File: config.mk
export PLATFORM = sky130hd
export DESIGN_NAME = container_pool_allocator
export DESIGN_NICKNAME = d
export VERILOG_FILES = /design/src/cpa_pkg.sv /design/src/container_pool_allocator.sv
export SDC_FILE = /design/constraint.sdc
export NUM_CORES = 2
export LEC_CHECK = 0
export BUFFER_PORTS_ARGS = -buffer_cell sky130_fd_sc_hd__buf_2
export CAP_MARGIN = 10
export CORE_MARGIN = 1.5
export CORE_UTILIZATION = 64
export CTS_BUF_LIST = sky130_fd_sc_hd__clkbuf_2 sky130_fd_sc_hd__clkbuf_4 sky130_fd_sc_hd__clkbuf_8
export DETAILED_ROUTE_END_ITERATION = 8
export GPL_TIMING_DRIVEN = 0
export HOLD_SLACK_MARGIN = 0.08
export PLACE_DENSITY_LB_ADDON = 0.15
export SYNTH_ARGS = -nofsm -noshare
export SYNTH_HDL_FRONTEND = slang
export SYNTH_SLANG_ARGS = --single-unit
File: constraint.sdc
create_clock -name clock -period 8.5 [get_ports clock]
set_clock_uncertainty 0.15 [all_clocks]
set_input_delay 2.55 -clock clock [delete_from_list [all_inputs] [get_ports clock]]
set_output_delay 2.55 -clock clock [all_outputs]
set_load 0.05 [all_outputs]
File: src/cpa_pkg.sv
`timescale 1ns / 1ps
`default_nettype none
package cpa_pkg;
   localparam int MAX_CONTAINERS = 16;
   localparam int BUFFER_BYTES   = 4096;
   localparam int HEADER_BYTES   = 16;
   localparam int ID_W  = $clog2(MAX_CONTAINERS);
   localparam int OFF_W = 12;
   localparam int BYT_W = 13;

   localparam logic [1:0] ST_CREATED = 2'd0;
   localparam logic [1:0] ST_FREED   = 2'd1;
   localparam logic [1:0] ST_REJECT  = 2'd2;

   localparam logic ACT_CREATE = 1'b0;
   localparam logic ACT_FREE   = 1'b1;

   typedef struct packed {
      logic [OFF_W-1:0] offset;
      logic [BYT_W-1:0] bytes;
   } entry_type;
endpackage
`default_nettype wire

File: src/container_pool_allocator.sv
// Path, acceptance to response: a free of an unmapped id goes straight to the response, a free of
// the top region reads its entry first, and a top allocation first scans the id table; a merge walk
// adds repeated searches of the id table.
// Throughput: one request at a time, the next accepted the cycle after the response leaves;
// the id table memory (one read port) paces every scan and merge search.
// Reset: flags and top pointer clear; the offset/size table stays undefined until written.
`timescale 1ns / 1ps
`default_nettype none
module container_pool_allocator (
   input  wire logic                      clock,
   input  wire logic                      reset,
   input  wire logic                      req_valid,
   output logic                           req_ready,
   input  wire logic                      req_action,
   input  wire logic [15:0]               req_elem_count,
   input  wire logic [15:0]               req_elem_size,
   input  wire logic [3:0]                req_container_id,
   output logic                           rsp_valid,
   input  wire logic                      rsp_ready,
   output logic [1:0]                     rsp_status,
   output logic [3:0]                     rsp_result_id,
   output logic [11:0]                    rsp_region_offset
);
   import cpa_pkg::*;

   localparam int NC = MAX_CONTAINERS;
   localparam int CW = ID_W + 1;
   localparam logic [BYT_W:0] LIMIT = (BYT_W+1)'(BUFFER_BYTES - HEADER_BYTES);
   localparam logic [BYT_W:0] HDR   = (BYT_W+1)'(HEADER_BYTES);
   localparam logic [BYT_W:0] BUF   = (BYT_W+1)'(BUFFER_BYTES);

   localparam logic [3:0] S_IDLE  = 4'd0;
   localparam logic [3:0] S_MUL   = 4'd1;
   localparam logic [3:0] S_SCAN  = 4'd2;  // issue read of entry scan_ff
   localparam logic [3:0] S_SCHK  = 4'd3;  // check data of scanned entry
   localparam logic [3:0] S_SPLIT = 4'd4;  // write split tail, set head for merge
   localparam logic [3:0] S_MSRCH = 4'd5;  // issue read for merge search
   localparam logic [3:0] S_MCHK  = 4'd6;
   localparam logic [3:0] S_MWB   = 4'd7;  // write back merged head size
   localparam logic [3:0] S_FRD   = 4'd8;
   localparam logic [3:0] S_FCHK  = 4'd9;
   localparam logic [3:0] S_TOP   = 4'd10;
   localparam logic [3:0] S_TAKE  = 4'd11; // write reused entry
   localparam logic [3:0] S_RSP   = 4'd12;

   // id table memory
   entry_type mem [NC];
   entry_type rd_ff;
   logic [ID_W-1:0] ra;
   logic            we;
   logic [ID_W-1:0] wa;
   entry_type       wd;

   always_ff @(posedge clock) begin
      if (we) mem[wa] <= wd;
      rd_ff <= mem[ra];
   end

   logic [NC-1:0] pres_ff, pres_in, free_ff, free_in;
   logic [BYT_W-1:0] top_ff, top_in;
   logic [3:0] st_ff, st_in;
   logic [15:0] cnt_ff, cnt_in, sz_ff, sz_in;
   logic [ID_W-1:0] cid_ff, cid_in;
   logic [BYT_W:0] need_ff, need_in;
   logic [CW-1:0] scan_ff, scan_in, k_ff, k_in;
   logic [ID_W-1:0] head_ff, head_in, reuse_ff, reuse_in;
   logic [BYT_W:0] hbytes_ff, hbytes_in, nxt_ff, nxt_in;
   logic [OFF_W-1:0] hoff_ff, hoff_in;
   logic       mret_ff, mret_in; // merge came from split: go to TAKE after
   logic [1:0] stat_ff, stat_in;
   logic [3:0] rid_ff, rid_in;
   logic [11:0] roff_ff, roff_in;
   logic [31:0] prod_ff, prod_in;

   // first spare id, priority encoder over presence flags
   logic [ID_W-1:0] spare;
   logic            spare_ok;
   always_comb begin
      spare = '0;
      spare_ok = 1'b0;
      for (int i = NC-1; i >= 0; i--) begin
         if (!pres_ff[i]) begin
            spare = ID_W'(i);
            spare_ok = 1'b1;
         end
      end
   end

   assign req_ready = (st_ff == S_IDLE);
   assign rsp_valid = (st_ff == S_RSP);
   assign rsp_status = stat_ff;
   assign rsp_result_id = rid_ff;
   assign rsp_region_offset = roff_ff;

   always_comb begin
      logic [BYT_W:0] ebytes, tail;
      logic [BYT_W:0] eend;
      st_in = st_ff; cnt_in = cnt_ff; sz_in = sz_ff; cid_in = cid_ff;
      need_in = need_ff; scan_in = scan_ff; k_in = k_ff; head_in = head_ff;
      reuse_in = reuse_ff; hbytes_in = hbytes_ff; nxt_in = nxt_ff; hoff_in = hoff_ff;
      mret_in = mret_ff; stat_in = stat_ff; rid_in = rid_ff; roff_in = roff_ff;
      pres_in = pres_ff; free_in = free_ff; top_in = top_ff; prod_in = prod_ff;
      ra = scan_ff[ID_W-1:0]; we = 1'b0; wa = '0; wd = '0;
      ebytes = {1'b0, rd_ff.bytes};
      tail = ebytes - HDR - need_ff;
      eend = (BYT_W+1)'(rd_ff.offset) + HDR + ebytes;
      unique case (st_ff)
         S_IDLE: if (req_valid) begin
            cnt_in = req_elem_count; sz_in = req_elem_size;
            cid_in = req_container_id;
            stat_in = ST_REJECT; rid_in = '0; roff_in = '0;
            if (req_action == ACT_FREE) begin
               if (pres_ff[req_container_id]) st_in = S_FRD;
               else st_in = S_RSP;
            end else st_in = S_MUL;
         end
         S_MUL: begin
            prod_in = cnt_ff * sz_ff;
            scan_in = '0;
            if (cnt_ff == 16'd0 || sz_ff == 16'd0) st_in = S_RSP;
            else st_in = S_SCAN;
         end
         S_SCAN: begin
            if (scan_ff == CW'(NC)) st_in = S_TOP;
            else if (scan_ff == '0 && prod_ff > 32'(LIMIT)) st_in = S_RSP;
            else begin
               need_in = prod_ff[BYT_W:0];
               if (pres_ff[scan_ff[ID_W-1:0]] && free_ff[scan_ff[ID_W-1:0]]) begin
                  ra = scan_ff[ID_W-1:0];
                  st_in = S_SCHK;
               end else scan_in = scan_ff + 1'b1;
            end
         end
         S_SCHK: begin
            reuse_in = scan_ff[ID_W-1:0];
            if (ebytes == need_ff) begin
               hoff_in = rd_ff.offset;
               st_in = S_TAKE;
            end else if (ebytes >= need_ff + HDR + 1'b1 && spare_ok) begin
               hoff_in = rd_ff.offset;
               head_in = spare;
               hbytes_in = tail;
               nxt_in = eend; // end of tail equals end of old region
               st_in = S_SPLIT;
            end else begin
               scan_in = scan_ff + 1'b1;
               st_in = S_SCAN;
            end
         end
         S_SPLIT: begin
            we = 1'b1; wa = head_ff;
            wd.offset = OFF_W'((BYT_W+1)'(hoff_ff) + HDR + need_ff);
            wd.bytes = hbytes_ff[BYT_W-1:0];
            hoff_in = wd.offset; // tail becomes the merge head
            pres_in[head_ff] = 1'b1; free_in[head_ff] = 1'b1;
            mret_in = 1'b1; k_in = '0;
            st_in = S_MSRCH;
         end
         S_MSRCH: begin
            if (nxt_ff >= {1'b0, top_ff} || k_ff == CW'(NC)) st_in = S_MWB;
            else if (pres_ff[k_ff[ID_W-1:0]] && free_ff[k_ff[ID_W-1:0]]) begin
               ra = k_ff[ID_W-1:0];
               st_in = S_MCHK;
            end else k_in = k_ff + 1'b1;
         end
         S_MCHK: begin
            // only present free entries are checked; if none sits at nxt, the walk stops
            if ((BYT_W+1)'(rd_ff.offset) == nxt_ff) begin
               hbytes_in = hbytes_ff + ebytes + HDR;
               nxt_in = nxt_ff + HDR + ebytes;
               if (k_ff[ID_W-1:0] != head_ff) pres_in[k_ff[ID_W-1:0]] = 1'b0;
               k_in = '0;
            end else k_in = k_ff + 1'b1;
            st_in = S_MSRCH;
         end
         S_MWB: begin
            we = 1'b1; wa = head_ff;
            wd.offset = hoff_ff; wd.bytes = hbytes_ff[BYT_W-1:0];
            if (mret_ff) begin
               // read the reused entry back for its offset
               ra = reuse_ff;
               st_in = S_TAKE;
            end else begin
               stat_in = ST_FREED;
               st_in = S_RSP;
            end
         end
         S_FRD: begin
            ra = cid_ff; st_in = S_FCHK;
         end
         S_FCHK: begin
            if (eend == {1'b0, top_ff}) begin
               top_in = BYT_W'(rd_ff.offset);
               pres_in[cid_ff] = 1'b0; free_in[cid_ff] = 1'b0;
               stat_in = ST_FREED;
               st_in = S_RSP;
            end else begin
               free_in[cid_ff] = 1'b1;
               head_in = cid_ff; hoff_in = rd_ff.offset; hbytes_in = ebytes;
               nxt_in = eend; mret_in = 1'b0; k_in = '0;
               st_in = S_MSRCH;
            end
         end
         S_TOP: begin
            if (BUF - {1'b0, top_ff} >= HDR + need_ff && spare_ok) begin
               we = 1'b1; wa = spare;
               wd.offset = top_ff[OFF_W-1:0]; wd.bytes = need_ff[BYT_W-1:0];
               pres_in[spare] = 1'b1; free_in[spare] = 1'b0;
               top_in = BYT_W'({1'b0, top_ff} + HDR + need_ff);
               stat_in = ST_CREATED; rid_in = 4'(spare); roff_in = top_ff[11:0];
            end
            st_in = S_RSP;
         end
         S_TAKE: begin
            // rd_ff holds the reused entry, read in SCHK or MWB
            we = 1'b1; wa = reuse_ff;
            wd.offset = rd_ff.offset;
            wd.bytes = need_ff[BYT_W-1:0];
            free_in[reuse_ff] = 1'b0;
            stat_in = ST_CREATED; rid_in = 4'(reuse_ff);
            roff_in = rd_ff.offset;
            st_in = S_RSP;
         end
         S_RSP: if (rsp_ready) st_in = S_IDLE;
         default: st_in = S_IDLE;
      endcase
   end

   always_ff @(posedge clock) begin
      if (reset) begin
         st_ff <= S_IDLE; pres_ff <= '0; free_ff <= '0; top_ff <= '0;
      end else begin
         st_ff <= st_in; pres_ff <= pres_in; free_ff <= free_in; top_ff <= top_in;
      end
      cnt_ff <= cnt_in; sz_ff <= sz_in; cid_ff <= cid_in;
      need_ff <= need_in; scan_ff <= scan_in; k_ff <= k_in; head_ff <= head_in;
      reuse_ff <= reuse_in; hbytes_ff <= hbytes_in; nxt_ff <= nxt_in;
      hoff_ff <= hoff_in; mret_ff <= mret_in; stat_ff <= stat_in; rid_ff <= rid_in;
      roff_ff <= roff_in; prod_ff <= prod_in;
   end

   a_one_phase: assert property (@(posedge clock) disable iff (reset)
      !(req_ready && rsp_valid))
      else $error("request and response phases overlap");
   a_rsp_hold: assert property (@(posedge clock) disable iff (reset)
      rsp_valid && !rsp_ready |=> rsp_valid && $stable(rsp_status))
      else $error("response dropped");
   a_top_bound: assert property (@(posedge clock) disable iff (reset)
      {1'b0, top_ff} <= BUF)
      else $error("top past buffer end");
endmodule
`default_nettype wire

==> impl_metrics.env <==
export IMPL_worstMarginPinSlew_ns=1.170
export IMPL_start_util_pct=65.09
export IMPL_rsz0062_at_grt="false"
export IMPL_cts_sinks=632
export IMPL_layout_commonest_cell="edfxtp_1"
export IMPL_wl_per_cell_um=25.79
export IMPL_die_x_um=257.0
export IMPL_hp_class="reg -> reg"
export IMPL_synth_nets=4161
export IMPL_first_global_vias=30980
export IMPL_setup_ws_ns=0.4773
export IMPL_drv_slew=0
export IMPL_clk_latency_ns=0.78
export IMPL_synth_async_reset_ratio_pct=0
export IMPL_cts_tree="done"
export IMPL_yosys_register_bits=632
export IMPL_critPathLaunchType="flop"
export IMPL_fin_crit_sh_pct=94.38
export IMPL_antenna_found_initial=3
export IMPL_synth_cell_types=75
export IMPL_synth_area_per_cell_um2=11.38
export IMPL_fmax_mhz=124.6
export IMPL_grt_max_degree=33
export IMPL_path_cells="clkbuf_1 -> nand2_1 -> fa_1 -> fa_1 -> fa_1 -> fa_1 -> inv_1 -> fa_1 -> inv_1 -> fa_1 -> inv_1 -> ha_1 -> a21oi_1 -> or3b_2 -> a41oi_1 -> o41ai_1 -> o41ai_1 -> o21ai_0 -> nor4_1 -> o41ai_1 -> a21oi_1 -> xnor2_1"
export IMPL_max_cap_viol_count=0
export IMPL_grt_pass1_wl_mm=183.9
export IMPL_track_usage_pct=37.10
export IMPL_ant_nets=0
export IMPL_clk_transition_reported_paths_ns=0.06
export IMPL_path_class="reg -> reg"
export IMPL_cpMostUsedCell="fa_1"
export IMPL_post_cts_buffers=0
export IMPL_critical_path_max_stage_delay_ns=0.59
export IMPL_synth_area_um2=41290
export IMPL_critPathBufInv=4
export IMPL_period_minus_slack_ns=8.023
export IMPL_netlist_instances=3627
export IMPL_die_area_um2=66040
export IMPL_endpoint_kind="flop"
export IMPL_wl_mm=122.4
export IMPL_drc=0
export IMPL_first_pass_iters=8
export IMPL_crit_fanout=10
export IMPL_vias_per_cell=6.427
export IMPL_drt_iter0_drc=3805
export IMPL_core_area_um2=63430
export IMPL_die_y_um=257.0
export IMPL_layout_common_cells="edfxtp_1, mux2i_1, inv_1"
export IMPL_crit_required_ns=8.84
export IMPL_critical_path_top_delay_family="adder cells"
export IMPL_cts_buffers=100
export IMPL_ctsHtreeMaxLevel=3
export IMPL_slowest_stage="fa_1"
export IMPL_io_buffers=59
export IMPL_post_dp_hpwl_mm=90.20
export IMPL_pin_count=61
export IMPL_max_slew_margin_pct=21.53
export IMPL_gp_congestion=1.028
export IMPL_synth_edf_count=558
export IMPL_ctsHoldBuffers=0
export IMPL_critPathArrivalTime_ns=8.36
export IMPL_fin_setup_tns_ns=0
export IMPL_final_net_count=4349
export IMPL_yosys_warnings=0
export IMPL_areaGrowthSynthToFinish_pct=10.13
export IMPL_synth_seq_area_share_pct=44.17
export IMPL_finalHoldViolations=0
export IMPL_vias=30510
export IMPL_synth_flop_cell="edfxtp_1"
export IMPL_cts_root_buf="clkbuf_8"
export IMPL_grt_ovfl_total=0
export IMPL_status="complete, no violations"
export IMPL_place_ws_ns=0.5797
export IMPL_post_cts_resized=0
export IMPL_fp_row_count=92
export IMPL_drive_gt1_share_pct=8.179
export IMPL_final_setup_viol_count=0
export IMPL_cts_buffer_depth=3
==> cell usage after synthesis, drive strengths merged, types with 23 or more instances <==
cell    number  area, um^2
a211oi      34       255.2
a21o        36       270.3
a21oi      134       670.6
a22oi       26       195.2
and2       129       807.0
buf         41       172.7
clkbuf     117       439.2
dfxtp       74        1481
edfxtp     558       16760
fa         200        4004
ha         293        3666
inv        337        1265
mux2i      399        3994
nand2      323        1212
nand3       61       305.3
nor2       171       644.4
nor2b       24       150.1
nor3        47       246.5
nor4        23       143.9
o21ai      122       610.6
xnor2       97       849.6
xor2        54       473.0
==> metal layers <==
metal	wire, um	vias up	global-route usage, %
met5	8	-	0
met4	5051	2	15.54
met3	13500	367	7.388
met2	55060	1808	57.67
met1	48790	14990	51.19
li1	-	13340	-
==> state kept, by name, indices dropped and copies added (netlist names), 12 cells and up <==
register and count:
hbytes_ff 13, hoff_ff 12, free_ff 16, cnt_ff 16
nxt_ff 14, prod_ff 32, pres_ff 16, mem 400
need_ff 14, rd_ff 25, sz_ff 16, top_ff 13
rsp_region_offset 12
==> final timing paths <==
kind | start | endpoint | slack [ns] | depth (start not counted)
worst min register to register | scan_ff[3] | reuse_ff[3] | 0.30 | 0
worst max-delay path | cnt_ff[9] | prod_ff[30] | 0.48 | 22
worst min-delay path | scan_ff[3] | reuse_ff[3] | 0.30 | 0
worst max register to register | cnt_ff[9] | prod_ff[30] | 0.48 | 22
==> kinds of logic (layout without fill, tap and decap cells) <==
family,after synthesis,count (layout),share of synthesized area (%)
mux,414,414,10.36
flops,632,632,44.17
simple gates,884,884,10.19
buf+inv,497,770,4.564
compound gates,556,556,8.931
xor+xnor,151,151,3.203
other cells,0,1,0
fa+ha+maj,493,493,18.58
==> through the flow <==
stage	utilization, %	cell area [um^2]	cells	hold WS [ns]
floorplan	-	41290	3627	0.2744
global placement	67.23	42640	4532	0.2809
detailed placement	67.99	43130	4553	0.2886
CTS	71.60	45410	4740	0.2968
global route	71.69	45470	4747	0.3041
finish	71.69	45470	4747	0.2962
==> final cells by class <==
class / count / area [um^2]
multi-input combinational: 2498 / 21310
sequential: 632 / 18240
fill: 4373 / 17960
clock buffer: 143 / 1762
inverter: 339 / 1272
tap: 846 / 1059
timing repair buffer: 86 / 693.2
buffer: 158 / 611.8
clock inverter: 44 / 524.3
antenna: 1 / 2.502
Power is left out: the tool's default activity adds up to more than one toggle a clock period on the data nets, which glitch-free logic cannot reach.
